## src/pctr_pkg.sv

```systemverilog
`default_nettype none
// ----------------------------------------------------------------------------
// pctr_pkg
// Shared types and codes for the per-channel tick ring: command and record
// layouts, result status codes, command classes and back-end states.
// ----------------------------------------------------------------------------
package pctr_pkg;

	localparam int TIME_W  = 63;
	localparam int FIELD_W = 32;
	localparam int CHAN_W  = 4;
	localparam int REC_W   = TIME_W + 2 * FIELD_W + 1;

	// a query needs at least this many stored records to answer anything
	localparam int MIN_QUERY_FILL = 2;

	typedef enum logic [1:0] {
		ST_APPEND = 2'd0,
		ST_RECORD = 2'd1,
		ST_EMPTY  = 2'd2,
		ST_RANGE  = 2'd3
	} status_t;

	typedef enum logic [1:0] {
		CLS_APPEND,
		CLS_QUERY,
		CLS_RANGE
	} cls_t;

	typedef enum logic [2:0] {
		BK_IDLE,
		BK_SCAN_RD,
		BK_SCAN_CMP,
		BK_EMIT_RD,
		BK_EMIT_OUT,
		BK_EMPTY
	} bk_state_t;

	typedef struct packed {
		logic [TIME_W-1:0]  stamp;
		logic [FIELD_W-1:0] price;
		logic [FIELD_W-1:0] volume;
		logic               buy;
	} rec_t;

	typedef struct packed {
		cls_t              cls;
		logic [CHAN_W-1:0] channel;
		rec_t              rec;
	} cmd_t;

endpackage : pctr_pkg
`default_nettype wire

```

## src/pctr_front.sv

```systemverilog
`default_nettype none
// ----------------------------------------------------------------------------
// pctr_front
// Input side: accept items, classify them (append, query, channel out of
// range) and hold them in a two-entry queue for the back end.
// ----------------------------------------------------------------------------
module pctr_front
	import pctr_pkg::*;
#(
	parameter int NUM_CHANNELS = 8
) (
	input  wire logic                clk,
	input  wire logic                arst_n,
	input  wire logic                in_valid,
	output logic                     in_stall,
	input  wire logic                operation,
	input  wire logic [CHAN_W-1:0]   channel,
	input  wire logic [TIME_W-1:0]   time_ms,
	input  wire logic [FIELD_W-1:0]  price_bits,
	input  wire logic [FIELD_W-1:0]  volume_bits,
	input  wire logic                is_buy,
	output logic                     cmd_valid,
	output cmd_t                     cmd,
	input  wire logic                cmd_pop
);

	localparam logic [CHAN_W:0] NCH = (CHAN_W + 1)'(NUM_CHANNELS);

	cmd_t       entry_q [2];
	logic       wptr_q;
	logic       rptr_q;
	logic [1:0] count_q;
	cmd_t       new_cmd;
	logic       push;

	always_comb begin
		new_cmd.channel    = channel;
		new_cmd.rec.stamp  = time_ms;
		new_cmd.rec.price  = price_bits;
		new_cmd.rec.volume = volume_bits;
		new_cmd.rec.buy    = is_buy;
		if ({1'b0, channel} >= NCH) begin
			new_cmd.cls = CLS_RANGE;
		end else if (operation) begin
			new_cmd.cls = CLS_QUERY;
		end else begin
			new_cmd.cls = CLS_APPEND;
		end
	end

	assign in_stall  = (count_q == 2'd2);
	assign push      = in_valid && !in_stall;
	assign cmd_valid = (count_q != 2'd0);
	assign cmd       = entry_q[rptr_q];

	always_ff @(posedge clk) begin
		if (push) begin
			entry_q[wptr_q] <= new_cmd;
		end
	end

	always_ff @(posedge clk or negedge arst_n) begin
		if (!arst_n) begin
			wptr_q  <= 1'b0;
			rptr_q  <= 1'b0;
			count_q <= 2'd0;
		end else begin
			if (push) begin
				wptr_q <= !wptr_q;
			end
			if (cmd_pop) begin
				rptr_q <= !rptr_q;
			end
			count_q <= count_q + {1'b0, push} - {1'b0, cmd_pop};
		end
	end

endmodule : pctr_front
`default_nettype wire

```

## config.mk

```make
export PLATFORM = sky130hd
export DESIGN_NAME = pctr_front
export DESIGN_NICKNAME = d
export VERILOG_FILES = /design/src/pctr_pkg.sv /design/src/pctr_front.sv
export SDC_FILE = /design/constraint.sdc
export NUM_CORES = 1
export LEC_CHECK = 0
export BUFFER_PORTS_ARGS = -buffer_cell sky130_fd_sc_hd__buf_4
export CAP_MARGIN = 20
export CORE_ASPECT_RATIO = 1.4
export CORE_UTILIZATION = 52
export DETAILED_ROUTE_END_ITERATION = 16
export PLACE_DENSITY = 0.79
export SLEW_MARGIN = 20
export SYNTH_ARGS = -nofsm -noshare
export SYNTH_HDL_FRONTEND = slang
export SYNTH_SLANG_ARGS = --single-unit
```

## constraint.sdc

```tcl
create_clock -name clk -period 9.1 [get_ports clk]
set_input_delay 1.82 -clock clk [delete_from_list [all_inputs] [get_ports clk]]
set_output_delay 1.82 -clock clk [all_outputs]
set_load 0.05 [all_outputs]
```

* Word-level counts from Yosys, hierarchy flattened
Memories as Yosys holds them, arrays and structs flattened. Cells that the tools add are included.
Operators by class: add/sub/neg operators 2, $mul 0, divide/modulo/power cells 0, $lt $le $gt $ge 1, eq/ne operators 1, shifts and indexed selects 0, mux-type cells 4, bitwise operators 0, reduce and logical (&&, ||, !) cells 5
Operators by type and width (number):
- $ge A4 B4 Y1 const B | 1
- $logic_not A1 Y1 | 3
- $mux W1 | 3
- $add A2 B1 Y2 | 1
- $eq A2 B2 Y1 const B | 1
- $mux W2 | 1
- $reduce_bool A2 Y1 | 1
- $sub A2 B1 Y2 | 1
- $logic_and A1 B1 Y1 | 1
Word-level totals: bits in registers 4, bits in latches 0, bits in writable memories 268, memory bits (read-only) 0, logic and storage cells 17, memories 1
Memories:
- entry_q | words 2, width 134, rd ports 1, clocked after memory_dff 0, write ports 1, line pctr_front.sv:29 | cmd_t entry_q [2];

* Depth between registers and ports, before layout
Gate-level depths: netlist (run 1).
depth in word-level cells 5, mapped depth 7, mapped depth without buffers 7

* Least setup slack after synthesis (run 1)
OpenSTA, ideal clock, no wires.
path type input to register, from in in_valid, to mem entry_q[0][0] in the netlist's numbering, enable pin, library setup time 0.629 ns, arrival 7.480 ns, slack 0.991 ns, cell stages on the path 2, path buffers 0, cell sequence nand2_1 > nor2_1
On the way: word-level cells in the longest chain between the ends 3
Ends and longest elaborated chain:
- start, declared | line pctr_front.sv:14 | input wire logic in_valid,
- $logic_and A1 B1 Y1 | line pctr_front.sv:52 | assign push = in_valid && !in_stall;
- $mux W1 | line pctr_front.sv:57 | if (push) begin
- $mux W1 (implied by the code) | line pctr_front.sv:58 | entry_q[wptr_q] <= new_cmd;
- end, declared | line pctr_front.sv:29
Every way passes these cells.

==> flow_summary.toml, run 1 <==
[critical_path]
crit_type = "reg -> out"
setup.worst_path.end_class = "primary output"
reg2reg_slack_ps = 6140
critPathMaxFanout = 55
crit_arrival_ps = 3050
required_ps = 7280
crit_path_start_kind = "flip-flop"

[yosys]
syn_area_per_cell_um2 = 23.1
syn_nets = 575
synth-simple-area-share_pct = 0.323
synth_seq_cells = 272
synth_fa_ha_area_share_pct = 0.249
muxShareOfSynthArea_pct = 16.9
syn-cell-area_um2 = 10100
seq_area_frac_synth_pct = 80.9
synthCells = 436
yosysWarnings = 0
synth_compound_area_share_pct = 0
synth_xor_area_share_pct = 0.348
synth_top_family_by_area = "multiplexers"
synth_cell_types = 17

[grt]
grt_overflow = 0
grt_pass1_wl_um = 28700
grt_pass1_vias = 5356
antenna_found_initial = 3
grt_max_degree = 82
grt_util_all_layers_pct = 18.9

[job]
cap_violations = 0

[power]
cellPowerDensity_nw_per_um2 = 378
p_leak_nw = 5.02
ir_drop_mv = 0.303

[layout]
drive_gt1_share_pct = 60.3
fin_nets = 862
fillers = 1242
syn_to_final_growth_pct = 30.0
design_area_um2 = 13100

[drt]
drt_iter0_markers = 270
drt_pass1_iterations = 4
wirelength_um = 19000
routedWlPerCell_um = 19.3
drtAntennaViolNets = 0
via_per_inst = 5.08
drc_errors = 0
num_vias = 5016

[place]
dp_hpwl_um = 12800
routabilityCongestion = 0.795
port_buffers = 272
placed_cell_area_um2 = 12300

[timing]
holdWs_ps = 517
finalHoldViolCount = 0
setup-violations-final = 0
max_slew_margin_pct = 33.2
tns_ps = 0
slew_viol_final = 0
finalCritPeriodShare_pct = 53.5
rsz0062_at_grt = "false"
clock_skew_ps = 14.7
fmax_mhz = 205
worstMarginPinSlew_ps = 1000
period_needed_ps = 4870

[outcome]
status = "finished, final reports clean"

[clock_network]
root_buffer = "clkbuf_16"
cts.htree.levels = 1
post-cts-setup-buffers = 0
ctsResizeCount = 0
cts_tree = "built"
hold_buffers = 0
worst_skew_pair.late_latency_ps = 500
clock-sinks = 272
cts_buffer_depth = 3
cts_buffers = 24
cts.reportedPaths.clkPinSlew_ps = 60

[die]
die_w_um = 120
fp.coreArea_um2 = 18800
initial_core_util_pct = 53.7
fp.dieH_um = 167
boundaryPins = 273
dieArea_um2 = 19900
num_rows = 59

[worst_hold_path]
hold_class = "reg -> reg"
==> kinds of logic after synthesis <==
logic type                 after synthesis
xor gates and xnor gates                 4
adders and majority gates                2
buffers and inverters                   18
DFF                                    272
muxes                                  134
and+or+nand+nor                          6
==> synthesized netlist by cell type, drive strengths merged <==
library cell	number	area (um^2)
mux2	134	1700
dfrtp	4	100
nor2b	1	6.26
clkbuf	1	3.75
nor2	1	3.75
ha	2	25.0
or2	1	6.26
xnor2	3	26.3
inv	2	7.51
edfxtp	268	8050
buf	15	119
xor2	1	8.76
nand2	1	3.75
and3	1	6.26
nand2b	1	6.26
==> final timing paths <==
check,startpoint,to,cells past startpoint
hold / removal,count_q[1],count_q[1],1
setup reg to reg,count_q[0],entry_q[0][120],5
min in group asynchronous,arst_n,wptr_q,1
hold reg to reg,count_q[1],count_q[1],1
max in group asynchronous,arst_n,rptr_q,1
setup / recovery,rptr_q,cmd[8],4
==> worst max-delay path, stage by stage (launching register included) <==
cell and delay (ps):
dfrtp_4 720, buf_16 320, buf_4 780, mux2_2 430, buf_4 190
==> per-stage QoR <==
step                util, %  cells  setup WS, ps  power, mW
finish                 69.8    988          4230       4.95
detailed placement     65.8    940          4500       4.07
global route           69.8    986          4070       5.13
global placement       65.8    940          4560       4.02
floorplan                 -    436           991       3.51
CTS                    69.6    984          3950       4.99
==> per-layer routing <==
| metal | part of all wire (%) | track usage (%) | vias to the layer above |
|---|---|---|---|
| li1 | - | - | 2302 |
| met1 | 35 | 20.8 | 2483 |
| met2 | 55 | 33.8 | 197 |
| met3 | 8.1 | 5.86 | 32 |
| met4 | 2.7 | 7.12 | 2 |
| met5 | 0.074 | 0 | - |
==> report_power, final <==
part	internal (mW)	switching (mW)
Sequential	1.72	0.0953
Clock	0.516	0.403
Combinational	0.752	1.47
Total	2.99	1.96
==> cell usage in the layout (no fill, tap or decap), types with 3 or more instances in the layout <==
cell	count
mux2_2	84
edfxtp_1	268
clkinv_2	5
diode_2	3
mux2_4	50
buf_4	276
clkbuf_1	11
dfrtp_1	3
xnor2_1	3
clkbuf_16	25
==> cell type report <==
cell class                 count  area, um^2  area share (%)
multi-input combinational    146        1800            13.8
timing repair buffer         277        2100            16.0
tap                          244         305            2.33
antenna                        3        7.51          0.0573
clock inverter                 7        37.5           0.287
clock buffer                  37         681            5.20
inverter                       2        7.51          0.0573
sequential                   272        8150            62.3
==> state kept, by name, indices dropped and copies added (netlist names) <==
register	flops
rptr_q	1
wptr_q	1
entry_q	268
count_q	2
Note: power is estimated with default switching activity, not from simulation.
==> run 2, diff against run 1 <==
--- a/config.mk
+++ b/config.mk
@@ -8,9 +8,9 @@
 export BUFFER_PORTS_ARGS = -buffer_cell sky130_fd_sc_hd__buf_4
 export CAP_MARGIN = 20
 export CORE_ASPECT_RATIO = 1.4
-export CORE_UTILIZATION = 52
+export CORE_UTILIZATION = 47
 export DETAILED_ROUTE_END_ITERATION = 16
-export PLACE_DENSITY = 0.79
+export PLACE_DENSITY = 0.76
 export SLEW_MARGIN = 20
 export SYNTH_ARGS = -nofsm -noshare
 export SYNTH_HDL_FRONTEND = slang
==> constraint.sdc (replaced) <==
create_clock -name clk -period 4.34 [get_ports clk]
set_input_delay 0.868 -clock clk [delete_from_list [all_inputs] [get_ports clk]]
set_output_delay 0.868 -clock clk [all_outputs]
set_load 0.05 [all_outputs]
==> flow_summary.toml, run 2 (synthesis results as in run 1) <==
[place]
numPlacedInstances = 957
dp_hpwl_um = 12400
port_buffers = 272
routabilityCongestion = 0.742

[layout]
final_common_cell = "buf_4"
reg_top3 = "entry_q (268), count_q (2)"
multiInputGateArea_um2 = 1800
layout_common_cells = "buf_4, edfxtp_1, mux2_2, mux2_4, clkbuf_16"
regArea_um2 = 8150
fin_cells = 1002
largest_reg_flops = 268
syn_to_final_growth_pct = 31.7
drive_gt1_share_pct = 61.3
regMostFlops = "entry_q"
fillers = 1485
fin_nets = 863
antenna_cells = 0
utilization_pct = 62.8

[timing]
finalHoldViolCount = 0
max_slew_margin_pct = 48.4
clock_skew_ps = 7.70
period_needed_ps = 3300
holdWs_ps = 146
finalCritPeriodShare_pct = 76.1
rsz0062_at_grt = "false"
tns_ps = 0
slew_viol_final = 0
setup-violations-final = 0
fmax_mhz = 303
worstMarginPinSlew_ps = 774

[worst_hold_path]
hold_class = "in -> async"

[die]
dieArea_um2 = 22000
fp.coreArea_um2 = 21100
boundaryPins = 273
fp.dieH_um = 175
initial_core_util_pct = 47.7
die_w_um = 126
num_rows = 63

[critical_path]
setup.worst_path.end_class = "primary output"
crit_type = "reg -> out"
timing.rr.end = "entry_q[1][32]"
reg2reg_slack_ps = 2340
critPathMaxFanout = 39
required_ps = 3470
crit_path_start_kind = "flip-flop"
crit_arrival_ps = 2440
r2r_start = "count_q[1]"
rr_worst_depth = 3

[grt]
grt_overflow = 0
antenna_found_initial = 2
grt_pass1_wl_um = 28200
grt_max_degree = 135
grt_pass1_vias = 5425
grt_util_all_layers_pct = 16.5

[clock_network]
worst_skew_pair.late_latency_ps = 510
cts_buffer_depth = 3
cts_tree = "built"
cts_buffers = 25
cts.htree.levels = 1
ctsResizeCount = 0
clock-sinks = 272
post-cts-setup-buffers = 0
hold_buffers = 0
root_buffer = "clkbuf_16"
cts.reportedPaths.clkPinSlew_ps = 60

[drt]
drt_iter0_markers = 395
num_vias = 4979
via_per_inst = 4.97
drt_pass1_iterations = 10
drtAntennaViolNets = 0
drc_errors = 17
routedWlPerCell_um = 18.5
wirelength_um = 18500

[power]
total_power_mw = 10.7
ir_drop_mv = 0.483
p_leak_nw = 5.08
cellPowerDensity_nw_per_um2 = 805

[outcome]
status = "finished, violations left"
violations = "design-rule violations"

[job]
cap_violations = 0
==> run 2: cell types whose count changed in the layout (fill, tap and decap cells not counted), moves of 3 or more <==
cell        before  now
clkbuf_1        11    2
buf_12           0    3
diode_2          3    0
clkinvlp_4       0    4
bufinv_16        0    5
==> run 2: routing by layer <==
layer	up-vias	routed length, um	track usage (%)
met5	-	18	0
li1	2301	-	-
met2	199	9860	29.8
met3	40	1530	4.90
met4	4	525	5.79
met1	2435	6610	18.5
==> run 2: stage by stage <==
step           setup slack [ps]  instance area (um^2)
4_1_cts                     995                 13300
3_3_place_gp               1590                 12400
2_1_floorplan               940                 10100
6_report                   1040                 13300
3_5_place_dp               1560                 12400
5_1_grt                     927                 13300
==> run 2: critical path, stage by stage (launching register included) <==
cell and delay, ps:
dfrtp_4 700, buf_4 600, mux2_2 410, buf_4 190
==> run 2: worst max-delay path by stage <==
| stage | startpoint | to | slack (ps) |
|---|---|---|---|
| 3_3_place_gp | rptr_q | cmd[7] | 1590 |
| 4_1_cts | rptr_q | cmd[7] | 1000 |
| 2_1_floorplan | in_valid | entry_q[0][0] | 940 |
| 5_1_grt | rptr_q | cmd[7] | 930 |
| 6_report | rptr_q | cmd[7] | 1040 |
| 3_5_place_dp | rptr_q | cmd[7] | 1560 |
==> run 2: final cells by class <==
class / instances / area share (%)
Clock buffer: 27 / 4.77
Multi-Input combinational cell: 146 / 13.6
Inverter: 2 / 0.0566
Timing Repair Buffer: 277 / 16.0
Sequential cell: 272 / 61.5
Tap cell: 260 / 2.45
Clock inverter: 18 / 1.70
==> run 2: power breakdown <==
group / internal [mW] / switching [mW]
clock network: 1.35 / 0.904
registers: 3.60 / 0.197
logic: 1.58 / 3.05
==> run 3, diff against run 2 <==
--- a/config.mk
+++ b/config.mk
@@ -5,12 +5,13 @@
 export SDC_FILE = /design/constraint.sdc
 export NUM_CORES = 1
 export LEC_CHECK = 0
+export ABC_AREA = 1
 export BUFFER_PORTS_ARGS = -buffer_cell sky130_fd_sc_hd__buf_4
 export CAP_MARGIN = 20
 export CORE_ASPECT_RATIO = 1.4
-export CORE_UTILIZATION = 47
+export CORE_UTILIZATION = 53
 export DETAILED_ROUTE_END_ITERATION = 16
-export PLACE_DENSITY = 0.76
+export PLACE_DENSITY = 0.8
 export SLEW_MARGIN = 20
 export SYNTH_ARGS = -nofsm -noshare
 export SYNTH_HDL_FRONTEND = slang
==> constraint.sdc (replaced) <==
create_clock -name clk -period 3.42 [get_ports clk]
set_input_delay 0.684 -clock clk [delete_from_list [all_inputs] [get_ports clk]]
set_output_delay 0.684 -clock clk [all_outputs]
set_load 0.05 [all_outputs]
==> flow_summary.toml, run 3 <==
[yosys]
synth_compound_area_share_pct = 8.41
muxShareOfSynthArea_pct = 0
synth_seq_cells = 272
syn_area_per_cell_um2 = 14.3
async_flop_share_pct = 1.47
synth_commonest_cells = "edfxtp_1, nand2_1, inv_1"
yosysWarnings = 0
syn-cell-area_um2 = 10400
synthCells = 731
syn_nets = 870
synth_cell_types = 14
synth-simple-area-share_pct = 5.35
synth_fa_ha_area_share_pct = 0.240
netlist_top_cells_area = "edfxtp_1, nand2_1, inv_1"
yosysMostFrequentCell = "edfxtp_1"
synth_xor_area_share_pct = 0.0840
synth_top_family_by_area = "compound AO/OA/AOI/OAI gates"
synth_edf_count = 268
seq_area_frac_synth_pct = 78.1
synth_top_area_share_pct = 77.2
synthFlopType = "edfxtp_1"
synth_area_leader_cell = "edfxtp_1"

[critical_path]
crit_slowest_cell = "dfrtp_4"
crit_type = "reg -> out"
crit_path_start_kind = "flip-flop"
path_cells = "buf_4 -> nand2_1 -> o21ai_0 -> buf_4"
r2r_start = "count_q[1]"
crit_arrival_ps = 2030
rr_worst_depth = 4
setup.worst_path.end_class = "primary output"
crit_path_frequent_cell = "buf_4"
timing.rr.end = "entry_q[0][71]"
required_ps = 2740
critPathMaxFanout = 43
reg2reg_slack_ps = 1580
slowest_delay_ps = 630

[place]
dp_hpwl_um = 14100
routabilityCongestion = 0.852
port_buffers = 272

[grt]
gr-usage-met2_pct = 36.4
grt_pass1_wl_um = 31600
grt_overflow = 0
grt_pass1_vias = 6399
top_usage_layer = "met2"
grt_max_degree = 135
grt_use_met3_pct = 4.98
antenna_found_initial = 1
met1_usage_pct = 21.1
grt_util_all_layers_pct = 20.5

[timing]
setup-violations-final = 0
holdWs_ps = 362
finalCritPeriodShare_pct = 79.4
fmax_mhz = 368
clock_skew_ps = 6.03
worstMarginPinSlew_ps = 807
rsz0062_at_grt = "false"
slew_viol_final = 0
max_slew_margin_pct = 46.2
tns_ps = 0
period_needed_ps = 2720
finalHoldViolCount = 0

[drt]
num_vias = 6246
wirelength_um = 20900
via_per_inst = 4.91
drtAntennaViolNets = 0
drt_iter0_markers = 462
drt_pass1_iterations = 4
drc_errors = 0
routedWlPerCell_um = 16.4

[layout]
regArea_um2 = 8150
regMostFlops = "entry_q"
layout_common_cells = "buf_4, edfxtp_1, nand2_1, inv_1, o21ai_0"
fin_nets = 1146
drive_gt1_share_pct = 36.5
final_common_cell = "buf_4"
largest_reg_flops = 268
syn_to_final_growth_pct = 28.5
fillers = 1335
reg_top3 = "entry_q (268), count_q (2)"
multiInputGateArea_um2 = 1480

[die]
dieArea_um2 = 20200
fp.dieH_um = 168
boundaryPins = 273
fp.coreArea_um2 = 19200
num_rows = 60
die_w_um = 121
initial_core_util_pct = 54.3

[worst_hold_path]
whs_endpoint = "entry_q[0][96]"
hold_class = "in -> reg"
hold_depth = 1
min-delay-start = "time_ms[31]"

[clock_network]
root_buffer = "clkbuf_16"
cts_buffer_depth = 3
cts_buffers = 25
cts_tree = "built"
worst_skew_pair.late_latency_ps = 500
hold_buffers = 1
clock-sinks = 272
cts.htree.levels = 1
cts.reportedPaths.clkPinSlew_ps = 60
post-cts-setup-buffers = 0
ctsResizeCount = 0

[power]
total_power_mw = 14.0
ir_drop_mv = 0.682
cellPowerDensity_nw_per_um2 = 1040
p_leak_nw = 5.65

[job]
cap_violations = 0

[outcome]
status = "finished, final reports clean"
==> run 3: cell count changes in the layout (fill, tap and decap cells not counted), sizes merged, moves of 3 or more <==
| cell | previous run | this run |
|---|---|---|
| clkbuf | 27 | 30 |
| inv | 2 | 142 |
| bufinv | 5 | 2 |
| clkinvlp | 4 | 1 |
| mux2 | 134 | 0 |
| xnor2 | 3 | 0 |
| nand2 | 1 | 144 |
| o21ai | 0 | 134 |
==> run 3: routing by layer <==
metal / vias to the layer above / wire, um
met3: 78 / 1470
met2: 245 / 11100
met5: - / 0
met4: 0 / 1440
met1: 2895 / 6900
li1: 3028 / -
==> run 3: final cells by class <==
cell class,count,area share [%]
antenna,1,0.0187
clock buffer,30,4.81
clock inverter,13,0.869
inverter,143,4.03
multi-input combinational,285,11.0
sequential,272,60.8
tap,248,2.32
timing repair buffer,280,16.1
==> run 3: worst max path at each step <==
stage              from             to  slack [ps]  cells after the start
2_1_floorplan  in_valid  entry_q[1][0]         220                      2
3_3_place_gp     rptr_q       cmd[130]        1250                      4
3_5_place_dp     rptr_q         cmd[8]        1210                      4
4_1_cts          rptr_q         cmd[8]         660                      4
5_1_grt          rptr_q         cmd[9]         550                      4
6_report         rptr_q         cmd[8]         700                      4
==> run 3: kinds of logic (layout without fill, tap and decap cells) <==
family	count (synthesis)	after routing
other cells	0	1
compound gates	134	134
simple gates	148	148
buf+inv	174	466
xor+xnor	1	1
flops	272	272
fa+ha+maj	2	2
==> run 3: metrics by stage <==
stage,cells,worst slack (ps),area [um^2],util [%]
6_report,1272,704,13400,69.7
4_1_cts,1271,657,13400,69.7
5_1_grt,1272,551,13400,69.7
2_1_floorplan,731,220,10400,-
3_5_place_dp,1227,1210,12600,65.7
3_3_place_gp,1227,1250,12600,65.7
==> run 3: power breakdown <==
group	switching, mW	internal (mW)
Combinational	4.90	1.71
Clock	1.10	1.49
Sequential	0.224	4.55
Total	6.23	7.75
==> run 3: critical path, delay by kind of cell (launching register included) <==
kind / cells / cell delay [ps]
AOI/OAI and AO/OA: 1 / 130
buffers and inverters: 2 / 660
DFF: 1 / 630
and+or+nand+nor: 1 / 100
